<file path="config.mk">
export PLATFORM = sky130hd
export DESIGN_NAME = bpc_div_pipe
export DESIGN_NICKNAME = d
export VERILOG_FILES = /design/src/sv/bpc_div_pipe.sv
export SDC_FILE = /design/constraint.sdc
export NUM_CORES = 2
export LEC_CHECK = 0
export BUFFER_PORTS_ARGS = -buffer_cell sky130_fd_sc_hd__buf_4
export CAP_MARGIN = 20
export CORE_MARGIN = 2
export CORE_UTILIZATION = 55
export DETAILED_ROUTE_END_ITERATION = 8
export PLACE_DENSITY = 0.72
export RECOVER_POWER = 25
export REMOVE_ABC_BUFFERS = 1
export SYNTH_ARGS = -nofsm -noshare
export SYNTH_HDL_FRONTEND = slang
export SYNTH_SLANG_ARGS = --single-unit
</file>
<file path="constraint.sdc">
create_clock -name clk -period 2.8 [get_ports clk]
set_input_delay 0.28 -clock clk [delete_from_list [all_inputs] [get_ports clk]]
set_output_delay 0.28 -clock clk [all_outputs]
set_load 0.05 [all_outputs]
</file>
<file path="src/sv/bpc_div_pipe.sv">
// Pipelined restoring divider, one quotient bit per register stage, with a tag riding along.
module bpc_div_pipe #(
	parameter int NUM_W = 32,
	parameter int DEN_W = 17,
	parameter int TAG_W = 8
) (
	input  logic             clk,
	input  logic             arst_n,
	input  logic             in_valid,
	input  logic [NUM_W-1:0] num,
	input  logic [DEN_W-1:0] den,
	input  logic [TAG_W-1:0] tag,
	output logic             out_valid,
	output logic [NUM_W-1:0] quo,
	output logic [DEN_W-1:0] rem,
	output logic [TAG_W-1:0] out_tag
);

	logic             v_q   [NUM_W];
	logic [NUM_W-1:0] num_q [NUM_W];
	logic [DEN_W-1:0] den_q [NUM_W];
	logic [DEN_W-1:0] rem_q [NUM_W];
	logic [TAG_W-1:0] tag_q [NUM_W];

	for (genvar k = 0; k < NUM_W; k++) begin : g_stage
		logic             v_i;
		logic [NUM_W-1:0] num_i;
		logic [DEN_W-1:0] den_i;
		logic [DEN_W-1:0] rem_i;
		logic [TAG_W-1:0] tag_i;
		logic [DEN_W:0]   trial;
		logic [DEN_W:0]   diff;
		logic             ge;

		if (k == 0) begin : g_first
			assign v_i   = in_valid;
			assign num_i = num;
			assign den_i = den;
			assign rem_i = '0;
			assign tag_i = tag;
		end else begin : g_next
			assign v_i   = v_q[k-1];
			assign num_i = num_q[k-1];
			assign den_i = den_q[k-1];
			assign rem_i = rem_q[k-1];
			assign tag_i = tag_q[k-1];
		end

		// Shift in the next numerator bit and try to subtract
		assign trial = {rem_i, num_i[NUM_W-1]};
		assign diff  = trial - {1'b0, den_i};
		assign ge    = (trial >= {1'b0, den_i});

		always_ff @(posedge clk or negedge arst_n) begin
			if (!arst_n) begin
				v_q[k] <= 1'b0;
			end else begin
				v_q[k] <= v_i;
			end
		end

		// Advance payload; quotient bits fill in as numerator bits leave
		always_ff @(posedge clk) begin
			num_q[k] <= {num_i[NUM_W-2:0], ge};
			den_q[k] <= den_i;
			rem_q[k] <= ge ? diff[DEN_W-1:0] : trial[DEN_W-1:0];
			tag_q[k] <= tag_i;
		end
	end

	assign out_valid = v_q[NUM_W-1];
	assign quo       = num_q[NUM_W-1];
	assign rem       = rem_q[NUM_W-1];
	assign out_tag   = tag_q[NUM_W-1];

endmodule

</file>
# Word-level counts from Yosys, hierarchy flattened
# Memories as Yosys holds them, arrays and structs flattened.
# Index checks and enable logic that the tools add are counted.
# op_classes
add_sub_neg	32
magnitude_cmp	32
mux	32
# op_table
op	count
$ge 18x17->1	31
$mux 17	32
$sub 17x17->17	31
$ge 1x17->1	1
$sub 1x17->17	1
# word_totals
ff_bits	32
ramBits	2368
input_bits	60
output_inout_bits	58
wordCells	132
mem_count	4
# mem_list
memory	words	word_bits	rd	rd_ports_with_merged_regs	write_ports	line	text
num_q	32	32	32	0	32	20	logic [NUM_W-1:0] num_q [NUM_W];
den_q	32	17	31	0	32	21	logic [DEN_W-1:0] den_q [NUM_W];
rem_q	32	17	32	0	32	22	logic [DEN_W-1:0] rem_q [NUM_W];
tag_q	32	8	32	0	32	23	logic [TAG_W-1:0] tag_q [NUM_W];

# Depth between registers and ports, before layout
# An unclocked memory read counts as a cell.
# depth
word_depth	3
ltp_mapped	14
ltp_nobuf	13

# Worst setup path after synthesis
# OpenSTA, ideal clock, no wires.
# synth_path
path_kind	register -> register
startpoint	memory num_q[6][31] (netlist: num_q[0][223])
endpoint	memory rem_q[7][8] (netlist: rem_q[0][127])
setup_ps	121
t_arrival_ps	2959
t_required_ps	2679
slack_ps	-280
path_stages_with_launch	14
path_buffers	1
period_less_slack_ps	3080
cell_sequence	dfxtp_1 > inv_1 > ha_1 > inv_1 > fa_1 > a21o_1 > a311oi_2 > nor3_1 > or4_4 > o21ai_2 > nand2_2 > a21boi_4 > buf_12 > mux2_4
# synth_lines
item	line
start: declaration	20
end: declaration	22

==> impl_metrics.toml <==
[route]
vias = 50400
ant_nets = 0
wirelength_um = 151000
via_per_inst = 5.10
dr.first_iter.drc_count = 2426
wl_per_cell_um = 15.3
first_pass_iters = 6
drc = 0

[sta]
slew_viol_final = 0
worst_slack_ns = -0.258
setup_viol = 73
finalClockSkew_ns = 0.0681
finalHoldViolCount = 0
min_period_over_period = 1.09
fin_crit_ns = 3.06
relSlewSlack = 0.551
clock.fmax_ghz = 0.327
rsz0062_at_grt = "yes"
worst_pin_slew_ns = 0.671

[global_route]
grt-ovfl-total = 0
grt_max_degree = 33
antenna_found_initial = 3
grt_pass1_vias = 50300
grt_pass1_wl_um = 244000
track_usage = 0.200

[power_and_ir_drop]
p_leak_nw = 43.8
ir_drop_v = 0.000667
p_per_area_nw_per_um2 = 1120

[layout]
syn_to_final_growth_pct = 20.4
nFillCells = 10600
post-route-util = 0.668
num-nets-final = 8394
layout-drive-gt1-share = 0.180

[yosys]
ys_top_cells_by_area = "dfxtp_1 (59%), ha_1 (8.3%), mux2_2 (3.4%)"
synth-simple-area-share = 0.0735
ys.flop_type = "dfxtp_1"
yosysSeqAreaShare = 0.600
yosysTopAreaCellShare = 0.590
ys_seq_elements = 2383
synth_cell_types = 90
netlist_instances = 7085
synth_compound_area_frac = 0.115
async_flop_share = 0.0134
synth_top_family_by_area = "compound AO/OA/AOI/OAI gates"
synth_xor_area_frac = 0.0421
synthesis.area_um2 = 79800
synth_mux_area_frac = 0.0403
synth_warnings = 0
netlist_top_cells_count = "dfxtp_1 (2351), inv_1 (707), ha_1 (529)"
synth-edff-count = 0
synthAdderAreaFrac = 0.0907
yosys.area.top_type = "dfxtp_1"
yosysMostFrequentCell = "dfxtp_1"
synth_area_per_cell_um2 = 11.3

[job]
max-cap-violations = 0

[floorplanning]
core.rowCount = 139
pin_count = 118
initial_core_util = 0.555
fp.dieW_um = 385
die_area_um2 = 148000
fp.dieH_um = 385
core_um2 = 144000

[critical_path]
crit_type = "register to register"
crit_fanout = 8
arrival_ns = 3.74
end_kind = "register"
worst_setup_path_start_kind = "register"
critPathRequiredTime_ns = 3.48

[clock_network]
clk-insertion-delay-late_ns = 0.85
htreeDepth = 4
numCtsBuffers = 222
cts_tree = "built"
cts_root_buffer = "clkbuf_16"
numClockSinks = 2383
cts_buffer_depth = 3
clk_pin_slew_ns = 0.06

[placement]
gp_congestion = 0.903
port_buffers = 117
dpl.hpwl_um = 105000
place_ws_ns = -0.407

[min_path]
hp-class = "input port to register"

[status]
outcome = "complete, but fails checks"
violations = "setup timing"
-- layout by cell type (no fill, tap or decap), types with 57 or more instances in the layout --
cell           instances
a21o_1               191
a21oi_1              372
buf_4                371
clkbuf_16            229
dfxtp_1             2325
dlygate4sd3_1         66
ha_1                 511
inv_1                687
mux2_2               180
mux2_4                79
nand2_1              347
nand3_1               61
nor2_1               359
nor2b_1               64
nor3_1               116
o21a_1                80
o21ai_0              269
o21bai_1              57
xnor2_1              242
xor2_1               142
-- final timing paths --
path	depth (start not counted)	startpoint	end	slack (ns)
worst max-delay path	13	num_q[0][223]$_DFF_P_	rem_q[0][134]$_DFF_P_	-0.26
worst min-delay path	2	num[27]	num_q[0][28]$_DFF_P_	0.09
worst max register to register	13	num_q[0][223]$_DFF_P_	rem_q[0][134]$_DFF_P_	-0.26
worst min register to register	0	num_q[2][189]$_DFF_P_	num_q[2][222]$_DFF_P_	0.28
max in group asynchronous	4	arst_n	g_stage[10].v_i$_DFF_PN0_	2.13
min in group asynchronous	4	arst_n	g_stage[6].v_i$_DFF_PN0_	0.46
-- per-stage QoR --
step | cells | total power (W) | hold WS, ns | area (um2) | setup TNS (ns)
CTS | 9816 | 0.107 | 0.00252 | 94900 | -7.66
global route | 9869 | 0.114 | 0.0447 | 96100 | -18.96
floorplan | 6993 | 0.0643 | -0.0156 | 79400 | -109.86
global placement | 9284 | 0.0724 | 0.216 | 85100 | -14.77
finish | 9872 | 0.108 | 0.0941 | 96100 | -6.74
detailed placement | 9284 | 0.0732 | 0.231 | 85100 | -18.23
-- flip-flops by register name (all words and copies together), names as in the netlist --
signal / count
g_stage.v_i: 31
out_valid: 1
rem_q: 544
num_q: 1024
den_q: 527
tag_q: 256
-- final cells by class --
class | instances | area [um2] | share of cell area
Sequential cell | 2383 | 47900 | 0.498
Multi-Input combinational cell | 3901 | 30200 | 0.314
Clock buffer | 300 | 6320 | 0.0658
Timing Repair Buffer | 557 | 4960 | 0.0516
Inverter | 709 | 2660 | 0.0277
Tap cell | 1903 | 2380 | 0.0248
Clock inverter | 116 | 1680 | 0.0174
Antenna cell | 3 | 7.51 | 0.0000781
-- critical path, cell delays in order (launching register included) --
cell and delay, ns:
dfxtp_2 0.32, inv_2 0.07, ha_4 0.13, inv_2 0.04, fa_2 0.35, a21o_1 0.21, a311oi_2 0.31, nor3_2 0.09
or4_4 0.46, o21ai_4 0.16, nand2_2 0.10, a21boi_4 0.22, buf_12 0.16, mux2_4 0.30
-- report_power, final --
part           internal, W  leakage [nW]  switching, W
Clock               0.0184          3.87        0.0130
Sequential          0.0394          20.0       0.00276
Combinational       0.0167          19.9        0.0172
Total               0.0746          43.8        0.0330
-- cells by family after synthesis --
family / after synthesis
fa+ha+maj: 560
buf+inv: 801
xor+xnor: 384
mux: 283
flops: 2383
compound gates: 1437
simple gates: 1237
-- repair_timing --
action | in CTS | in global routing
resized for setup | 174 | 240
endpoints found under the hold margin | 107 | 0
pin swaps | 63 | 110
setup endpoints to repair | 234 | 466
hold buffers | 67 | 0
setup buffers | 37 | 56
gates cloned | 12 | 6
-- per-layer routing --
metal	wire length, um	track usage
met5	0	0
met2	72200	0.345
met3	5710	0.0311
met4	4510	0.0693
met1	68700	0.255
(Power assumes the default switching activity.)
